$ cat src/rtl/assert_macros.svh
// assertion helpers shared by the rtl modules
`ifndef ASSERT_MACROS_SVH
`define ASSERT_MACROS_SVH

// same-cycle implication, off during reset
`define ASSERT_IMPLY(label, clk, rst, ante, cons, msg) \
  label: assert property (@(posedge clk) disable iff (rst) (ante) |-> (cons)) \
    else $error(msg);

// next-cycle implication, off during reset
`define ASSERT_NEXT(label, clk, rst, ante, cons, msg) \
  label: assert property (@(posedge clk) disable iff (rst) (ante) |=> (cons)) \
    else $error(msg);

// condition that must never hold, off during reset
`define ASSERT_NEVER(label, clk, rst, cond, msg) \
  label: assert property (@(posedge clk) disable iff (rst) !(cond)) \
    else $error(msg);

`endif

$ cat src/rtl/pam_pkg.sv
package pam_pkg;

  // default geometry
  localparam int NUM_PAGES_DEF  = 1024;
  localparam int PAGE_SHIFT_DEF = 12;

  // field widths
  localparam int ADDR_W    = 48;
  localparam int LEN_W     = 23;
  localparam int PERM_W    = 3;
  localparam int CNT_W     = 11;
  localparam int FLAG_W    = 4;
  localparam int REQ_W     = 2;
  localparam int CFG_IDX_W = 1;

  localparam int QUEUE_DEPTH = 2;

  localparam logic [LEN_W-1:0] BYTES_MAX = 23'h7FFFFF;

  // request codes
  localparam logic [REQ_W-1:0] REQ_MAP    = 2'd0;
  localparam logic [REQ_W-1:0] REQ_BSS    = 2'd1;
  localparam logic [REQ_W-1:0] REQ_LOOKUP = 2'd2;
  localparam logic [REQ_W-1:0] REQ_RUN    = 2'd3;

  // configuration register indexes
  localparam logic [CFG_IDX_W-1:0] CFG_BASE  = 1'b0;
  localparam logic [CFG_IDX_W-1:0] CFG_PAGES = 1'b1;

  // page flag bits
  localparam logic [FLAG_W-1:0] FL_MAPPED = 4'b0001;
  localparam logic [FLAG_W-1:0] FL_READ   = 4'b0010;
  localparam logic [FLAG_W-1:0] FL_WRITE  = 4'b0100;
  localparam logic [FLAG_W-1:0] FL_EXEC   = 4'b1000;

  typedef struct packed {
    logic [REQ_W-1:0]  req_type;
    logic [ADDR_W-1:0] vaddr;
    logic [LEN_W-1:0]  length;
    logic [PERM_W-1:0] seg_perms;
    logic [CNT_W-1:0]  max_pages;
  } pam_item_t;

  typedef struct packed {
    logic              valid_res;
    logic [FLAG_W-1:0] page_flags_out;
    logic [LEN_W-1:0]  run_bytes;
  } pam_result_t;

  // classified work handed from front to back
  typedef struct packed {
    logic [REQ_W-1:0]  req;
    logic              in_image;
    logic [CNT_W-1:0]  first;
    logic [CNT_W-1:0]  start_pg;
    logic [CNT_W-1:0]  stop;
    logic [FLAG_W-1:0] flags;
    logic [LEN_W-1:0]  bytes0;
  } pam_task_t;

  typedef struct packed {
    logic clearing;
  } pam_status_t;

  typedef enum logic [2:0] {
    ST_CLEAR,
    ST_IDLE,
    ST_MAP,
    ST_FLAG,
    ST_RUN
  } pam_state_t;

  // segment x/w/r bits to page flags
  function automatic logic [FLAG_W-1:0] perms_to_flags(input logic [PERM_W-1:0] perms);
    logic [FLAG_W-1:0] f;
    f = FL_MAPPED;
    if (perms[0]) f = f | FL_EXEC;
    if (perms[1]) f = f | FL_WRITE;
    if (perms[2]) f = f | FL_READ;
    return f;
  endfunction

endpackage

$ cat src/rtl/pam_queue.sv
`include "assert_macros.svh"

module pam_queue (
  input  logic               clk,
  input  logic               rst,
  input  logic               push,
  input  pam_pkg::pam_task_t wdata,
  output logic               full,
  input  logic               pop,
  output pam_pkg::pam_task_t rdata,
  output logic               empty
);

  localparam int DEPTH = pam_pkg::QUEUE_DEPTH;
  localparam int PTR_W = (DEPTH > 1) ? $clog2(DEPTH) : 1;
  localparam int CNT_W = $clog2(DEPTH + 1);

  pam_pkg::pam_task_t entries [DEPTH];
  logic [PTR_W-1:0]   wr_ptr;
  logic [PTR_W-1:0]   rd_ptr;
  logic [CNT_W-1:0]   count;

  assign full  = (count == CNT_W'(DEPTH));
  assign empty = (count == '0);
  assign rdata = entries[rd_ptr];

  // pointers and fill level
  always_ff @(posedge clk) begin
    if (rst) begin
      wr_ptr <= '0;
      rd_ptr <= '0;
      count  <= '0;
    end else begin
      if (push) wr_ptr <= wr_ptr + 1'b1;
      if (pop)  rd_ptr <= rd_ptr + 1'b1;
      if (push && !pop)      count <= count + 1'b1;
      else if (pop && !push) count <= count - 1'b1;
    end
  end

  // entry storage
  always_ff @(posedge clk) begin
    if (push) entries[wr_ptr] <= wdata;
  end

  `ASSERT_IMPLY(a_push_room, clk, rst, push, !full, "queue push while full")
  `ASSERT_IMPLY(a_pop_data, clk, rst, pop, !empty, "queue pop while empty")

endmodule

$ cat config.mk
export PLATFORM = sky130hd
export DESIGN_NAME = pam_queue
export DESIGN_NICKNAME = d
export VERILOG_FILES = /design/src/rtl/pam_pkg.sv /design/src/rtl/pam_queue.sv
export VERILOG_INCLUDE_DIRS = /design/src /design/src/rtl
export SDC_FILE = /design/constraint.sdc
export NUM_CORES = 1
export LEC_CHECK = 0
export ABC_AREA = 1
export BUFFER_PORTS_ARGS = -buffer_cell sky130_fd_sc_hd__buf_2
export CAP_MARGIN = 40
export CORE_MARGIN = 5
export CORE_UTILIZATION = 40
export CTS_CLUSTER_SIZE = 12
export DETAILED_ROUTE_END_ITERATION = 8
export PLACE_DENSITY = 0.7
export SYNTH_ARGS = -nofsm -noshare
export SYNTH_HDL_FRONTEND = slang
export SYNTH_SLANG_ARGS = --single-unit
$ cat constraint.sdc
create_clock -name clk -period 10.3 [get_ports clk]
set_input_delay 1.545 -clock clk [delete_from_list [all_inputs] [get_ports clk]]
set_output_delay 1.545 -clock clk [all_outputs]
set_load 0.02 [all_outputs]
==> results_dict.tcl <==
set metrics [dict create \
    path_cells "buf_16, mux2_2, buf_2" \
    drv_slew 0 \
    tns_ns 0 \
    cts-root-buf "clkbuf_16" \
    synthCells 229 \
    worstSetupStartpointType "flop" \
    highest_layer "met4" \
    dr.pass1.iters 4 \
    seq_area_frac_synth_pct 76.5 \
    pin_count 132 \
    cts.path.max_buffers 2 \
    drc 0 \
    nNetsFinal 444 \
    slowest_stage "dfxtp_4" \
    clockPowerShare_pct 41.0 \
    cts_resized 0 \
    yosys_register_bits 131 \
    cts_sinks 131 \
    holdWs_ns 0.523 \
    die_h_um 123 \
    status "finished, final reports clean" \
    num_rows 41 \
    fin_crit_sh_pct 34.5 \
    crit_buf_inv 2 \
    syn_area_per_cell_um2 22.2 \
    setup.worst_path.class "reg2out" \
    overflow 0 \
    clk_pin_slew_worst_paths_ns 0.05 \
    ir_worst_vdd_mv 0.0945 \
    post_cts_buffers 0 \
    area_growth_pct 26.9 \
    met1Wirelength_um 3510 \
    drv_cap 0 \
    drive_gt1_share_pct 58.4 \
    maxSlewHeadroom_pct 59.0 \
    cts_hold_buffers 0 \
    critPathMaxFanout 33 \
    path_delay_family "flip-flops" \
    clk_latency_ns 0.41 \
    p_int_w 0.00104 \
    place_congestion 0.659 \
    clock.fmax_mhz 281 \
    min_path_type "reg2reg" \
    diodes 0 \
    drt-total-wl_um 8830 \
    dr_wl_met2_um 4450 \
    grt_max_degree 42 \
    routed-wl-met3_um 697 \
    start_util_pct 40.6 \
    finalNonFillerCells 561 \
    layout_commonest_cell "buf_2" \
    ant_nets 0 \
    final_cell_mix "131 x buf_2, 126 x edfxtp_1, 60 x mux2_4" \
    p_comb_share_pct 11.6 \
    rsz0062_at_grt "no" \
    synth_fp_nets 297 \
    die_area_um2 15000 \
    worst_pin_slew_ns 0.616 \
    core_um2 12500 \
    grt_pass1_wl_um 13600 \
    grt_pass1_vias 2683 \
    yosysWarnings 0 \
    vias 2497 \
    seq_power_share_pct 47.3 \
    first_iter_violations 102 \
    cp_data_required_time_ns 8.76 \
    cts-htree-levels 4 \
    setup_viol 0 \
    antenna_found_initial 1 \
    dp_hpwl_um 5840 \
    cts_tree "yes" \
    r2r_setup_slack_ns 8.37 \
    finalHoldViolations 0 \
    fillers 1072 \
    vias_per_cell 4.45 \
    wl_per_cell_um 15.7 \
    cp_slowest_stage_delay_ns 0.74 \
    synthDistinctLibCells 16 \
    fin_skew_ns 0.00538 \
    dpl.cell_count 529 \
    crit_arrival_ns 2.01 \
    min_period_ns 3.55 \
    die_w_um 123 \
    grtUsageTotal_pct 12.4 \
    cts_made_buffers 17 \
    p_per_area_nw_per_um2 207 \
    p_switching_w 0.000294 \
    p_sw_share_pct 22.1 \
    power.leakage_nw 2.59 \
    port_buffers 131 \
    worstSetupEndpointType "primary output" \
    synthesis.area_um2 5080 \
]
## worst paths after layout
kind / startpoint / to / cells past startpoint
worst max register to register: wr_ptr / entries[1][58] / 3
worst min register to register: rd_ptr / rd_ptr / 2
worst min-delay path: rd_ptr / rd_ptr / 2
worst max-delay path: flop / rdata[43] / 3
## per-stage QoR
step,total power [W],cell area (µm²),setup WS [ns],utilization (%)
2_1_floorplan,0.000753,5080,5.59,-
3_3_place_gp,0.000794,5840,6.95,46.7
3_5_place_dp,0.000801,5900,7.05,47.1
4_1_cts,0.00135,6440,6.69,51.5
5_1_grt,0.00139,6440,6.64,51.5
6_report,0.00133,6440,6.75,51.5
## flip-flops by register name, summed over array words and instances, names as in the netlist, named ones only
| name | flops |
|---|---|
| wr_ptr | 1 |
| rd_ptr | 1 |
| count | 2 |
| entries | 126 |
## cell families after synthesis
| group | count (synthesis) | share of synthesized area (%) |
|---|---|---|
| AO/OA/AOI/OAI | 2 | 0.197 |
| XOR/XNOR | 1 | 0.173 |
| adder cells (fa/ha/maj) | 1 | 0.246 |
| buffers and inverters | 16 | 3.25 |
| flip-flops | 131 | 76.5 |
| multiplexers | 63 | 18.4 |
| AND/OR/NAND/NOR | 15 | 1.21 |
## area by class of cell
class	count	area, µm²	share of cell area (%)
clock inverters	6	55.1	0.855
flip-flops and latches	131	3890	60.4
clock buffers	26	489	7.60
inverters	9	33.8	0.524
multi-input cells	82	1030	16.1
well taps	172	215	3.34
repair buffers	135	726	11.3
## cells in the mapped netlist
master / number / area, µm²
o21ai_0: 1 / 5.00
mux2_4: 60 / 901
buf_6: 1 / 11.3
nand4_1: 1 / 6.26
a21oi_1: 1 / 5.00
nand2_1: 5 / 18.8
nand3_1: 1 / 5.00
dfxtp_1: 5 / 100
nor3_1: 1 / 5.00
ha_1: 1 / 12.5
edfxtp_1: 126 / 3780
xnor2_1: 1 / 8.76
mux2_2: 3 / 33.8
inv_1: 9 / 33.8
nor2_1: 7 / 26.3
buf_12: 6 / 120
## power by group through the flow
stage	clock network (W)	registers [W]	logic, W
after CTS	0.000561	0.000632	0.000158
after global routing	0.000588	0.000634	0.000166
after floorplan	0	0.000635	0.000118
after global placement	0	0.000648	0.000147
after detailed placement	0	0.000642	0.000158
final	0.000547	0.000631	0.000155
## worst register-to-register path, cell delays in order, from the launching register on
cell and delay (ns):
dfxtp_1 0.39, nand2_1 0.10, inv_2 0.42, buf_4 0.63
## routing by layer
| metal | vias up | track usage [%] |
|---|---|---|
| met3 | 17 | 5.39 |
| met1 | 1204 | 13.3 |
| met2 | 93 | 20.8 |
| met4 | 0 | 6.51 |
| li1 | 1183 | - |
| met5 | - | 0 |
No activity file was read; power rests on OpenSTA's default activity.
