File: config.mk
export PLATFORM = sky130hd
export DESIGN_NAME = pam_front
export DESIGN_NICKNAME = d
export VERILOG_FILES = /design/src/rtl/assert_macros.svh /design/src/rtl/pam_pkg.sv /design/src/rtl/pam_front.sv
export SDC_FILE = /design/constraint.sdc
export NUM_CORES = 1
export LEC_CHECK = 0
export BUFFER_PORTS_ARGS = -buffer_cell sky130_fd_sc_hd__buf_2
export CAP_MARGIN = 25
export CORE_UTILIZATION = 47
export CTS_BUF_LIST = sky130_fd_sc_hd__clkbuf_16
export CTS_CLUSTER_SIZE = 10
export DETAILED_ROUTE_END_ITERATION = 16
export HOLD_SLACK_MARGIN = 0.1
export PLACE_DENSITY = 0.68
export SLEW_MARGIN = 20
export SYNTH_ARGS = -nofsm -noshare
export SYNTH_HDL_FRONTEND = slang
export SYNTH_SLANG_ARGS = --single-unit
File: constraint.sdc
create_clock -name clk -period 18.55 [get_ports clk]
set_input_delay 1.855 -clock clk [delete_from_list [all_inputs] [get_ports clk]]
set_output_delay 1.855 -clock clk [all_outputs]
set_load 0.01 [all_outputs]
File: src/rtl/assert_macros.svh
// assertion helpers shared by the rtl modules
`ifndef ASSERT_MACROS_SVH
`define ASSERT_MACROS_SVH

// same-cycle implication, off during reset
`define ASSERT_IMPLY(label, clk, rst, ante, cons, msg) \
  label: assert property (@(posedge clk) disable iff (rst) (ante) |-> (cons)) \
    else $error(msg);

// next-cycle implication, off during reset
`define ASSERT_NEXT(label, clk, rst, ante, cons, msg) \
  label: assert property (@(posedge clk) disable iff (rst) (ante) |=> (cons)) \
    else $error(msg);

// condition that must never hold, off during reset
`define ASSERT_NEVER(label, clk, rst, cond, msg) \
  label: assert property (@(posedge clk) disable iff (rst) !(cond)) \
    else $error(msg);

`endif

File: src/rtl/pam_pkg.sv
package pam_pkg;

  // default geometry
  localparam int NUM_PAGES_DEF  = 1024;
  localparam int PAGE_SHIFT_DEF = 12;

  // field widths
  localparam int ADDR_W    = 48;
  localparam int LEN_W     = 23;
  localparam int PERM_W    = 3;
  localparam int CNT_W     = 11;
  localparam int FLAG_W    = 4;
  localparam int REQ_W     = 2;
  localparam int CFG_IDX_W = 1;

  localparam int QUEUE_DEPTH = 2;

  localparam logic [LEN_W-1:0] BYTES_MAX = 23'h7FFFFF;

  // request codes
  localparam logic [REQ_W-1:0] REQ_MAP    = 2'd0;
  localparam logic [REQ_W-1:0] REQ_BSS    = 2'd1;
  localparam logic [REQ_W-1:0] REQ_LOOKUP = 2'd2;
  localparam logic [REQ_W-1:0] REQ_RUN    = 2'd3;

  // configuration register indexes
  localparam logic [CFG_IDX_W-1:0] CFG_BASE  = 1'b0;
  localparam logic [CFG_IDX_W-1:0] CFG_PAGES = 1'b1;

  // page flag bits
  localparam logic [FLAG_W-1:0] FL_MAPPED = 4'b0001;
  localparam logic [FLAG_W-1:0] FL_READ   = 4'b0010;
  localparam logic [FLAG_W-1:0] FL_WRITE  = 4'b0100;
  localparam logic [FLAG_W-1:0] FL_EXEC   = 4'b1000;

  typedef struct packed {
    logic [REQ_W-1:0]  req_type;
    logic [ADDR_W-1:0] vaddr;
    logic [LEN_W-1:0]  length;
    logic [PERM_W-1:0] seg_perms;
    logic [CNT_W-1:0]  max_pages;
  } pam_item_t;

  typedef struct packed {
    logic              valid_res;
    logic [FLAG_W-1:0] page_flags_out;
    logic [LEN_W-1:0]  run_bytes;
  } pam_result_t;

  // classified work handed from front to back
  typedef struct packed {
    logic [REQ_W-1:0]  req;
    logic              in_image;
    logic [CNT_W-1:0]  first;
    logic [CNT_W-1:0]  start_pg;
    logic [CNT_W-1:0]  stop;
    logic [FLAG_W-1:0] flags;
    logic [LEN_W-1:0]  bytes0;
  } pam_task_t;

  typedef struct packed {
    logic clearing;
  } pam_status_t;

  typedef enum logic [2:0] {
    ST_CLEAR,
    ST_IDLE,
    ST_MAP,
    ST_FLAG,
    ST_RUN
  } pam_state_t;

  // segment x/w/r bits to page flags
  function automatic logic [FLAG_W-1:0] perms_to_flags(input logic [PERM_W-1:0] perms);
    logic [FLAG_W-1:0] f;
    f = FL_MAPPED;
    if (perms[0]) f = f | FL_EXEC;
    if (perms[1]) f = f | FL_WRITE;
    if (perms[2]) f = f | FL_READ;
    return f;
  endfunction

endpackage

File: src/rtl/pam_front.sv
module pam_front #(
  parameter int NUM_PAGES  = pam_pkg::NUM_PAGES_DEF,
  parameter int PAGE_SHIFT = pam_pkg::PAGE_SHIFT_DEF
) (
  input  logic                               clk,
  input  logic                               rst,
  input  logic                               start,
  input  pam_pkg::pam_item_t                 item,
  output logic                               busy,
  input  logic                               cfg_wen,
  input  logic [pam_pkg::CFG_IDX_W-1:0]      cfg_index,
  input  logic [pam_pkg::ADDR_W-1:0]         cfg_wdata,
  input  pam_pkg::pam_status_t               status,
  input  logic                               q_full,
  output logic                               push,
  output pam_pkg::pam_task_t                 push_task
);

  localparam int AW = pam_pkg::ADDR_W;
  localparam int CW = pam_pkg::CNT_W;
  localparam int LN = pam_pkg::LEN_W;
  localparam int OW = CW + PAGE_SHIFT;
  localparam int EW = ((OW > LN) ? OW : LN) + 1;
  localparam int LW = EW - PAGE_SHIFT + 1;
  localparam int PAGE_BYTES = 1 << PAGE_SHIFT;

  logic [AW-1:0] base_address;
  logic [CW-1:0] image_pages;
  logic [CW-1:0] live_pages;

  logic                           f_vld;
  logic [pam_pkg::REQ_W-1:0]      f_req;
  logic                           f_in_image;
  logic [OW-1:0]                  f_off;
  logic [LN-1:0]                  f_len;
  logic [pam_pkg::PERM_W-1:0]     f_perms;
  logic [CW-1:0]                  f_maxp;

  logic [AW-1:0] offset;
  logic          in_image_now;
  logic          accept;

  logic [CW-1:0]             first;
  logic [PAGE_SHIFT-1:0]     part;
  logic                      part_nz;
  logic [EW-1:0]             end_ofs;
  logic [LW-1:0]             last;
  logic [CW-1:0]             stop_map;
  logic [CW-1:0]             idx;
  logic [CW:0]               lim;
  logic [CW-1:0]             stop_run;
  logic                      is_map;
  logic [pam_pkg::FLAG_W-1:0] map_flags;

  // configuration registers
  always_ff @(posedge clk) begin
    if (rst) begin
      base_address <= '0;
      image_pages  <= '0;
    end else if (cfg_wen) begin
      unique case (cfg_index)
        pam_pkg::CFG_BASE:  base_address <= cfg_wdata;
        pam_pkg::CFG_PAGES: image_pages  <= cfg_wdata[CW-1:0];
        default: ;
      endcase
    end
  end

  // image size clipped to the store depth
  assign live_pages = (NUM_PAGES < (1 << CW) && int'(image_pages) > NUM_PAGES)
                      ? CW'(NUM_PAGES) : image_pages;

  // address test at accept
  assign offset       = item.vaddr - base_address;
  assign in_image_now = (offset >> PAGE_SHIFT) < AW'(live_pages);

  assign busy   = status.clearing || (f_vld && q_full);
  assign accept = start && !busy;
  assign push   = f_vld && !q_full;

  always_ff @(posedge clk) begin
    if (rst) begin
      f_vld <= 1'b0;
    end else if (accept) begin
      f_vld <= 1'b1;
    end else if (push) begin
      f_vld <= 1'b0;
    end
  end

  // captured transaction
  always_ff @(posedge clk) begin
    if (accept) begin
      f_req      <= item.req_type;
      f_in_image <= in_image_now;
      f_off      <= offset[OW-1:0];
      f_len      <= item.length;
      f_perms    <= item.seg_perms;
      f_maxp     <= item.max_pages;
    end
  end

  // page range of a map request
  assign first    = f_off[OW-1:PAGE_SHIFT];
  assign part     = f_off[PAGE_SHIFT-1:0];
  assign part_nz  = |part;
  assign end_ofs  = EW'(f_off) + EW'(f_len);
  assign last     = LW'(end_ofs >> PAGE_SHIFT) + LW'(|end_ofs[PAGE_SHIFT-1:0]);
  assign stop_map = (last > LW'(live_pages)) ? live_pages : last[CW-1:0];

  // page range of a run request
  assign idx      = first + CW'(part_nz);
  assign lim      = (CW+1)'(idx) + (CW+1)'(f_maxp);
  assign stop_run = (lim > (CW+1)'(live_pages)) ? live_pages : lim[CW-1:0];

  assign is_map    = (f_req == pam_pkg::REQ_MAP) || (f_req == pam_pkg::REQ_BSS);
  assign map_flags = (f_req == pam_pkg::REQ_MAP) ? pam_pkg::perms_to_flags(f_perms)
                     : (pam_pkg::FL_MAPPED | pam_pkg::FL_READ | pam_pkg::FL_WRITE);

  always_comb begin
    push_task.req      = f_req;
    push_task.in_image = f_in_image;
    push_task.first    = first;
    push_task.start_pg = is_map ? first : idx;
    push_task.stop     = is_map ? stop_map : stop_run;
    push_task.flags    = map_flags;
    push_task.bytes0   = part_nz ? (LN'(PAGE_BYTES) - LN'(part)) : '0;
  end

endmodule

==> metrics, run 1 <==
status finished clean; Worst-Margin Slew approximately 840 ps; RSZ-0062 raised after global routing false; die height approximately 150 um; Iteration-0 DRC Markers around 740; clock sink total ~120; DR WL/cell roughly 17 um; Skew-Pair Late Insertion Delay roughly 430 ps; Yosys top cell by area edfxtp_1; RR Startpoint base_address[0]; Hold-fix buffers, CTS 0; P_leak approximately 0.0053 uW; Highest Clock Rate between 0.1 and 0.15 GHz; Post-synth EDFFs 63; layout cells sized above 1 ~17%; fin area about 13000 um^2; top_reg_cell synth edfxtp_1; area of placed instances 11900 um^2; top-area cell type share of the netlist area between 15 and 20%; Root Buffer Master clkbuf_16; total iterations of the first detailed-routing run 9; num ports about 210; Worst Hold Launch base_address[20]; Routed Antenna Nets 0; Tcrit/Tclk final between 50% and 60%; Overflow after GRT 0; TritonCTS clock tree done; post-synth cell types a little under 90; Vias between 10k and 15k; worst vdd ir 0.0570 mV; most frequent cells in the layout nand2_1 (200), buf_2 (194), a21oi_1 (154); Total Nets Final approximately 1.8k; Num CTS Buffers 17; Worst EP arrival about 7500 ps; slack of the worst reg-to-reg path about 14000 ps; CTS Buffer Depth 2; Core Rows 55; vias in the first global route between 9k and 10k; Final HPWL DP roughly 24 mm; GRT Overall Usage about 26%; critical path peak fanout 20; synth warn 0; diodes inserted 0; hold path cells 2; I/O Buffers approximately 190; Slew Viols, Final 0; kind of critical path reg -> out; post-cts resize count 0; antenna violations before repair 0; min-delay worst type reg -> reg; Residual DRC 0; die width between 150 and 200 um; Slew headroom between 40% and 50%; setup bufs post-CTS 0; post-synthesis sequential area ratio roughly 28%; Post-synth ARST share 0%; routability cong. 0.975; maxcap violations 0; Setup Skew 12.7 ps; total placed cells including tap cells roughly 1.8k; Final Util 55.4%; largest net degree at the start of global routing between 60 and 70; initial core utilization between 40% and 50%; CP startpoint kind flip-flop; R2R cell count 23; Hold EP base_address[20]; Final Power ~1000 uW; core area 22700 um^2; Critical path origin f_off[1]; final setup TNS 0 ps; first-pass GRT wire length 48.0 mm; # fillers about 2.2k; synthesized area per cell just over 8 um^2; Pwr per Cell Area around 82 nW/um^2; Die Area 23800 um^2; Post-Layout Cell Count 1801; final setup fails 0; WP data required between 15000 and 20000 ps; Yosys reg bits roughly 120; commonest non-fill, non-tap cell in the layout nand2_1; Synth Instances ~1.3k; via/cell ratio between 5 and 6; H-Tree Depth 4; Synth area leaders edfxtp_1 (17%), ha_1 (14%), dfxtp_1 (11%); clock slew at reported path FFs approximately 60 ps; P&R area growth vs syn 15.5%; routed wire length between 30 and 40 mm; final hold violations 0; CP Capture Type output port; synthesized area about 11000 um^2; r2r endpoint f_in_image; min Tclk post-route around 9300 ps
-- sequential cells by signal, indices dropped and copies added, names as in the netlist --
signal        flops
base_address     48
f_in_image        1
f_len            23
f_maxp           11
f_off            23
f_perms           3
f_req             2
f_vld             1
image_pages      11
-- power breakdown --
| part | switching [uW] | internal, uW | leakage (uW) | total (uW) |
|---|---|---|---|---|
| logic | 217 | 149 | 0.00390 | 366 |
| clock network | 137 | 209 | 0.000305 | 346 |
| registers | 13.8 | 304 | 0.00108 | 318 |
| total | 368 | 661 | 0.00528 | 1030 |
-- synthesized netlist by cell type (4+ instances only) --
| master | count |
|---|---|
| inv_1 | 90 |
| buf_4 | 24 |
| or4_1 | 5 |
| a2111oi_0 | 4 |
| a21o_1 | 33 |
| o21ai_0 | 58 |
| and3_1 | 18 |
| o21a_1 | 19 |
| xor2_1 | 42 |
| nand4_1 | 24 |
| nor2b_1 | 16 |
| nor4_1 | 9 |
| a21boi_0 | 5 |
| o21bai_1 | 11 |
| or2_2 | 4 |
| nand3_1 | 31 |
| or3_1 | 13 |
| a22oi_1 | 4 |
| a211oi_1 | 11 |
| nand2b_1 | 12 |
| xnor2_1 | 46 |
| a21oi_1 | 154 |
| nor3b_1 | 5 |
| o211ai_1 | 7 |
| clkbuf_1 | 37 |
| a211o_1 | 4 |
| nor2_1 | 66 |
| buf_1 | 4 |
| ha_1 | 119 |
| edfxtp_1 | 63 |
| mux2i_1 | 8 |
| nand2_1 | 200 |
| nor3_1 | 27 |
| and2_1 | 10 |
| dfxtp_1 | 60 |
| o31ai_1 | 5 |
| a31oi_1 | 15 |
-- critical path: stages (launching register included) --
cell and delay (ps):
edfxtp_1 470, inv_1 100, ha_1 180, nand2_1 80
or3_1 360, nand2b_1 210, nor3_1 560, inv_1 110
ha_1 230, ha_1 230, and3_1 230, and3_1 230
xor2_1 150, ha_1 230, or4_1 550, and3_1 190
o21a_1 160, nor3_1 140, nor2_1 90, ha_1 320
and4_1 210, a2111oi_0 360, o31ai_1 130, a21oi_1 170
and2_1 680, a211oi_1 170, a31oi_1 290, buf_2 190
-- per-layer routing --
metal / wire, um / GRT usage, %
met3: 1760 / 3.92
met2: 14000 / 41.9
met4: 691 / 8.24
met5: 0 / 0
met1: 14100 / 34.3
-- cell type report --
| type | count | area (um^2) | share of cell area [%] |
|---|---|---|---|
| clock inverters | 12 | 104 | 0.826 |
| flip-flops and latches | 123 | 3090 | 24.6 |
| well taps | 285 | 357 | 2.84 |
| multi-input cells | 1070 | 7120 | 56.6 |
| repair buffers | 200 | 1060 | 8.40 |
| inverters | 91 | 342 | 2.72 |
| clock buffers | 20 | 500 | 3.98 |
-- per-stage QoR --
step	hold WS, ps	setup slack (ps)
2_1_floorplan	432	10800
3_3_place_gp	443	9860
3_5_place_dp	446	9760
4_1_cts	454	9270
5_1_grt	468	8780
6_report	453	9250
-- cell families after synthesis --
family | Yosys count | synth area share, %
AND/OR/NAND/NOR | 453 | 19.8
AO/OA/AOI/OAI | 384 | 22.7
buffers and inverters | 162 | 6.60
flip-flops | 123 | 28.4
adder cells (fa/ha/maj) | 122 | 14.2
XOR/XNOR | 89 | 7.33
multiplexers | 10 | 0.943
other | 2 | 0.0690
-- how the worst max path moves through the flow --
stage	to	slack (ps)
floorplan	push_task[33]	10800
global placement	push_task[35]	9860
detailed placement	push_task[35]	9760
CTS	push_task[35]	9270
global route	push_task[36]	8780
finish	push_task[36]	9250
(Power assumes the default switching activity.)
==> inputs of run 2 (changes only) <==
==> constraint.sdc (replaced) <==
create_clock -name clk -period 9.7 [get_ports clk]
set_input_delay 0.97 -clock clk [delete_from_list [all_inputs] [get_ports clk]]
set_output_delay 0.97 -clock clk [all_outputs]
set_load 0.01 [all_outputs]
==> run 2 against run 1 <==
Compared with the run above:
- cell area down 0.45%
- die area unchanged
- non-clock buffer count unchanged
- first-iteration DRC count down 3.3%
- clock-buffer cell count down 1
- via count about the same
- global-route usage up 0.31 points
- critical endpoint unchanged
- highest routed layer unchanged
==> metrics, run 2 (synthesis gave the netlist of run 1 again) <==
clock slew at reported path FFs 50 ps (was 60 ps); Worst Hold Launch base_address[20] (unchanged); die height 154 um (unchanged); H-Tree Depth 4 (unchanged); Worst EP arrival 7570 ps (was 7450 ps); vias in the first global route 9567 (was 9372); P&R area growth vs syn 15.0% (was 15.5%); maxcap violations 0 (unchanged); Slew Viols, Final 0 (unchanged); Overflow after GRT 0 (unchanged); CP Capture Type output port (unchanged); Root Buffer Master clkbuf_16 (unchanged); Residual DRC 0 (unchanged); switching share of power 36.1% (was 35.7%); Tcrit/Tclk final 88.0%; Total Nets Final 1767 (unchanged); R2R cell count 23 (unchanged); sequential power share 31.9% (was 30.9%); NetSw 686 uW (was 368 uW); RSZ-0062 raised after global routing false (unchanged); critical path peak fanout 20 (unchanged); kind of critical path reg -> out (unchanged); CP startpoint kind flip-flop (unchanged); most frequent cells in the layout nand2_1 (200), buf_2 (194), a21oi_1 (154) (unchanged); antenna violations before repair 1 (was 0); Worst-Margin Slew 848 ps (was 842 ps); RR Startpoint base_address[0] (unchanged); Setup Skew 11.4 ps (was 12.7 ps); DR WL/cell 16.9 um (was 17.0 um); min Tclk post-route between 8000 and 9000 ps; num ports 207 (unchanged); via/cell ratio 5.69 (was 5.68); CTS Buffer Depth 2 (unchanged); # fillers 2159 (was 2175); final hold violations 0 (unchanged); routability cong. 0.973 (was 0.975); die width 154 um (unchanged); largest net degree at the start of global routing 65 (unchanged); Skew-Pair Late Insertion Delay 420 ps (was 430 ps); Slew headroom 43.5% (was 43.9%); Clk pwr share 31.0% (was 33.6%); Int Power 1210 uW (was 661 uW); Highest Clock Rate 0.117 GHz; final setup TNS 0 ps (unchanged); core area 22700 um^2 (unchanged); Vias 10.2k (about the same); Num CTS Buffers 17 (unchanged); TritonCTS clock tree done (unchanged); layout cells sized above 1 16.7% (was 17.1%); I/O Buffers 194 (unchanged); clock sink total 123 (unchanged); Final HPWL DP 23.9 mm (was 23.8 mm); max FFs per register 48 (unchanged); Largest regs base_address x48, f_len x23, f_off x23 (unchanged); commonest non-fill, non-tap cell in the layout nand2_1 (unchanged); hold path cells 2 (unchanged); final setup fails 0 (unchanged); initial core utilization 47.9% (unchanged); Die Area 23800 um^2 (unchanged); Pwr per Cell Area 152 nW/um^2 (was 81.9 nW/um^2); Routed Antenna Nets 0 (unchanged); area of placed instances 11900 um^2 (unchanged); routed wire length 30.4 mm (was 30.6 mm); Iteration-0 DRC Markers 711 (was 735); min-delay worst type reg -> reg (unchanged); r2r endpoint f_in_image (unchanged); WP data required 8730 ps (was 16690 ps); worst vdd ir 0.0826 mV (was 0.0570 mV); GRT Overall Usage 25.8% (was 25.5%); slack of the worst reg-to-reg path 4610 ps (was 13510 ps); Hold-fix buffers, CTS 0 (unchanged); total iterations of the first detailed-routing run 5 (was 9); combinational power share 37.0% (was 35.5%); Top reg by flops base_address (unchanged); post-cts resize count 0 (unchanged); setup bufs post-CTS 0 (unchanged); Core Rows 55 (unchanged); fin area 12500 um^2 (was 12600 um^2); Hold EP base_address[20] (unchanged); P_leak 0.00527 uW (was 0.00528 uW); status finished clean (unchanged); first-pass GRT wire length 48.7 mm (was 48.0 mm)
==> run 2: cell types whose count changed in the layout (fill, tap and decap cells not counted), sizes merged <==
cell,previous run,this run
bufinv,1,0
clkbuf,20,19
clkinv,7,6
diode,0,1
inv,95,98
==> run 2: worst max path at each step <==
stage	endpoint	depth (start not counted)	startpoint	slack [ps]
CTS	push_task[37]	28	f_off[1]	1310
global placement	push_task[35]	28	f_off[1]	1900
finish	push_task[36]	27	f_off[1]	1160
detailed placement	push_task[37]	28	f_off[1]	1790
floorplan	push_task[33]	27	f_off[1]	2840
global route	push_task[37]	29	f_off[1]	810
==> run 2: metal layers <==
layer | share of wire, % | track usage, % | wire, um | vias to the layer above
met2 | 47 | 42.5 | 14100 | 367
met4 | 2.1 | 8.43 | 652 | 0
met5 | 0 | 0 | 0 | -
met1 | 45 | 33.9 | 13600 | 4718
li1 | - | - | - | 5117
met3 | 6.5 | 5.04 | 1980 | 43
==> run 2: power by group through the flow <==
stage / registers [uW] / logic [uW] / clock network, uW
final: 607 / 704 / 590
after global routing: 610 / 780 / 622
after CTS: 608 / 691 / 600
after detailed placement: 618 / 684 / 0
after global placement: 618 / 673 / 0
after floorplan: 607 / 512 / 0
==> run 2: area by class of cell <==
cell class	instances	area, um^2	share of cell area, %
multi-input cells	1070	7120	56.9
flip-flops and latches	123	3090	24.7
repair buffers	200	1070	8.54
clock buffers	19	475	3.80
well taps	285	357	2.85
inverters	91	342	2.73
clock inverters	13	57.6	0.460
diodes	1	2.50	0.0200
==> run 2: worst max-delay path: stages, from the launching register on <==
cell       delay [ps]
edfxtp_1          460
inv_1             100
ha_1              180
nand2_1            80
or3_1             360
nand2b_1          210
nor3_1            530
inv_1             130
ha_1              240
ha_1              230
and3_1            230
and3_1            220
xor2_1            150
ha_1              230
or4_1             560
and3_1            200
o21a_1            170
nor3_1            130
nor2_1             90
ha_1              320
and4_1            210
a2111oi_0         430
o31ai_1           140
a21oi_1           170
and2_1            710
a211oi_1          170
a31oi_1           290
buf_2             190
==> run 2: through the flow <==
| stage | util (%) | power [uW] | setup WS, ps | cells | hold slack (ps) |
|---|---|---|---|---|---|
| floorplan | - | 1120 | 2840 | 1355 | 432 |
| global placement | 52.4 | 1290 | 1900 | 1766 | 443 |
| detailed placement | 52.5 | 1300 | 1790 | 1767 | 446 |
| CTS | 54.9 | 1900 | 1310 | 1799 | 453 |
| global route | 55.1 | 2010 | 805 | 1802 | 466 |
| finish | 55.1 | 1900 | 1160 | 1802 | 452 |
==> inputs of run 3 (changes only) <==
--- a/config.mk
+++ b/config.mk
@@ -5,8 +5,10 @@
 export SDC_FILE = /design/constraint.sdc
 export NUM_CORES = 1
 export LEC_CHECK = 0
+export ABC_AREA = 1
 export BUFFER_PORTS_ARGS = -buffer_cell sky130_fd_sc_hd__buf_2
 export CAP_MARGIN = 25
+export CORE_MARGIN = 2
 export CORE_UTILIZATION = 47
 export CTS_BUF_LIST = sky130_fd_sc_hd__clkbuf_16
 export CTS_CLUSTER_SIZE = 10
==> run 3 against run 2 <==
Compared with the run above:
- clock skew grew 9.3 ps
- critical endpoint is now push_task[32]
- global-route usage rose by 2.4 points
- sequential share of layout area decreased by 2.0 points
- fmax up 16%
- die area increased by 12%
- worst hold slack improved by 4.7 ps
==> metrics, run 3 <==
Synth area leaders edfxtp_1 (16%), nand2_1 (14%), ha_1 (13%) (was edfxtp_1 (17%), ha_1 (14%), dfxtp_1 (11%)); Final Util 54.7% (was 55.1%); setup bufs post-CTS 0 (unchanged); core area 25000 um^2 (was 22700 um^2); final hold violations 0 (unchanged); Worst EP arrival 6420 ps (was 7570 ps); RSZ-0062 raised after global routing false (unchanged); commonest non-fill, non-tap cell in the layout nand2_1 (unchanged); diodes inserted 0 (was 1); synthesized area per cell 6.49 um^2 (was 8.09 um^2); routed wire length 37.8 mm (was 30.4 mm); post-synthesis sequential area ratio 26.0% (was 28.4%); Yosys reg bits 123 (unchanged); Routed Antenna Nets 0 (unchanged); synth cell count leaders nand2_1 (452), inv_1 (305), nor2_1 (195) (was nand2_1 (200), a21oi_1 (154), ha_1 (119)); layout cells sized above 1 13.1% (was 16.7%); die width 163 um (was 154 um); Tcrit/Tclk final 76.2% (was 88.0%); Post-synth ARST share 0% (unchanged); Post-synth EDFFs 63 (unchanged); clock slew at reported path FFs 70 ps (was 50 ps); status finished clean (unchanged); maxcap violations 0 (unchanged); antenna violations before repair 0 (was 1); Die Area 26600 um^2 (was 23800 um^2); Skew-Pair Late Insertion Delay 440 ps (was 420 ps); CP startpoint kind flip-flop (unchanged); top-area cell type share of the netlist area 15.9% (was 17.4%); Total Nets Final 2271 (was 1767); GRT Overall Usage 28.2% (was 25.8%); max FFs per register 48 (unchanged); Pwr per Cell Area 158 nW/um^2 (was 152 nW/um^2); sequential power share 28.4% (was 31.9%); min-delay worst type reg -> reg (unchanged); total iterations of the first detailed-routing run 8 (was 5); kind of critical path reg -> out (unchanged); num ports 207 (unchanged); min Tclk post-route 7390 ps (was 8540 ps); Iteration-0 DRC Markers 952 (was 711); Vias 12.4k (was 10.2k); clock sink total 123 (unchanged); H-Tree Depth 4 (unchanged); Slew Viols, Final 0 (unchanged); combinational power share 40.1% (was 37.0%); P&R area growth vs syn 14.9% (was 15.0%); die height 163 um (was 154 um); I/O Buffers 194 (unchanged); Highest Clock Rate 0.135 GHz (was 0.117 GHz); final setup TNS 0 ps (unchanged); top_reg_cell synth edfxtp_1 (unchanged); Critical Path Slowest Stage Cell edfxtp_1 (was and2_1); Slew headroom 43.8% (was 43.5%); via/cell ratio 5.26 (was 5.69); Int Power 1290 uW (was 1210 uW); Num CTS Buffers 17 (unchanged); Core Rows 58 (was 55); NetSw 866 uW (was 686 uW); Final HPWL DP 30.7 mm (was 23.9 mm); initial core utilization 47.6% (was 47.9%); switching share of power 40.1% (was 36.1%); routability cong. 1.01 (was 0.973); Largest regs base_address x48, f_len x23, f_off x23 (unchanged); most used cell, CP nand2_1 (was ha_1); post-cts resize count 0 (unchanged); CP peak stage delay 460 ps (was 710 ps); TritonCTS clock tree done (unchanged); synth warn 0 (unchanged); largest net degree at the start of global routing 95 (was 65); WP data required 8730 ps (about the same); synthesized area 11900 um^2 (was 10900 um^2); most frequent cells in the layout nand2_1 (452), inv_1 (304), nor2_1 (194), buf_2 (194), a21oi_1 (144) (was nand2_1 (200), buf_2 (194), a21oi_1 (154)); Clk pwr share 31.5% (was 31.0%); Top reg by flops base_address (unchanged); Worst-Margin Slew 844 ps (was 848 ps); Root Buffer Master clkbuf_16 (unchanged); DR WL/cell 16.1 um (was 16.9 um); Yosys top cell by area edfxtp_1 (unchanged); P_leak 0.00685 uW (was 0.00527 uW); CP Capture Type output port (unchanged); post-synth cell types 49 (was 87); Hold-fix buffers, CTS 0 (unchanged); critical path peak fanout 12 (was 20); Residual DRC 0 (unchanged); final setup fails 0 (unchanged); Setup Skew 20.7 ps (was 11.4 ps); Overflow after GRT 0 (unchanged); worst vdd ir 0.0960 mV (was 0.0826 mV); CTS Buffer Depth 2 (unchanged); Synth Instances 1831 (was 1345); first-pass GRT wire length 58.2 mm (was 48.7 mm); vias in the first global route 11.7k (was 9567); most common cell in the netlist nand2_1 (unchanged)
[run 3: changes by cell type in the layout (fill, tap and decap cells not counted), sizes merged, moves of 30 or more]
cell   change
nand3     +79
nor2     +135
xnor2     -30
inv      +215
a21o      -30
o21ai     +73
nand2    +265
[run 3: kinds of logic (layout without fill, tap and decap cells)]
group / Yosys count / in the layout / synth area share [%]
buffers and inverters: 359 / 538 / 12.3
XOR/XNOR: 58 / 58 / 4.34
AND/OR/NAND/NOR: 850 / 850 / 30.1
other: 2 / 12 / 0.0632
flip-flops: 123 / 123 / 26.0
AO/OA/AOI/OAI: 317 / 317 / 14.2
adder cells (fa/ha/maj): 122 / 122 / 13.0
[run 3: worst paths after layout]
path / startpoint / to / slack, ps / depth (start not counted)
max reg2reg: base_address[0] / f_in_image / 5920 / 20
min reg2reg: base_address[33] / base_address[33] / 460 / 2
min: base_address[33] / base_address[33] / 460 / 2
max: f_off[1] / push_task[32] / 2310 / 34
[run 3: layer usage]
layer  vias up  share of wire, %  GRT usage, %
met2       470                48          50.0
li1       6292                 -             -
met1      5469                40          32.8
met3       124               6.0          3.54
met4         0               5.9          15.8
met5         -                 0             0
[run 3: metrics by stage]
step | total power, uW | setup WS [ps] | cells | cell area [um^2] | hold slack [ps]
after floorplan | 1240 | 4020 | 1841 | 11900 | 433
after detailed placement | 1470 | 2870 | 2318 | 13000 | 451
after global routing | 2300 | 1570 | 2350 | 13600 | 477
after CTS | 2160 | 2370 | 2350 | 13600 | 460
after global placement | 1460 | 3050 | 2318 | 13000 | 442
final | 2160 | 2310 | 2350 | 13600 | 457
[run 3: layout make-up]
class | count | area (um^2)
Clock buffer | 18 | 450
Clock inverter | 14 | 156
Fill cell | 2570 | 11300
Inverter | 307 | 1150
Multi-Input combinational cell | 1359 | 7370
Sequential cell | 123 | 3090
Tap cell | 330 | 413
Timing Repair Buffer | 199 | 1010
[run 3: power by group through the flow]
stage                     Clock, uW  Sequential, uW  Combinational, uW
after detailed placement          0             624                848
after floorplan                   0             615                623
after CTS                       690             613                855
after global routing            711             616                975
after global placement            0             623                835
final                           680             613                865
[run 3: worst max-delay path, delay by kind of cell, from the launching register on]
kind / cells / cell delay (ps)
AO/OA/AOI/OAI: 6 / 850
XOR/XNOR: 2 / 380
AND/OR/NAND/NOR: 16 / 2390
flip-flops: 1 / 460
buffers and inverters: 5 / 550
adder cells (fa/ha/maj): 5 / 1370
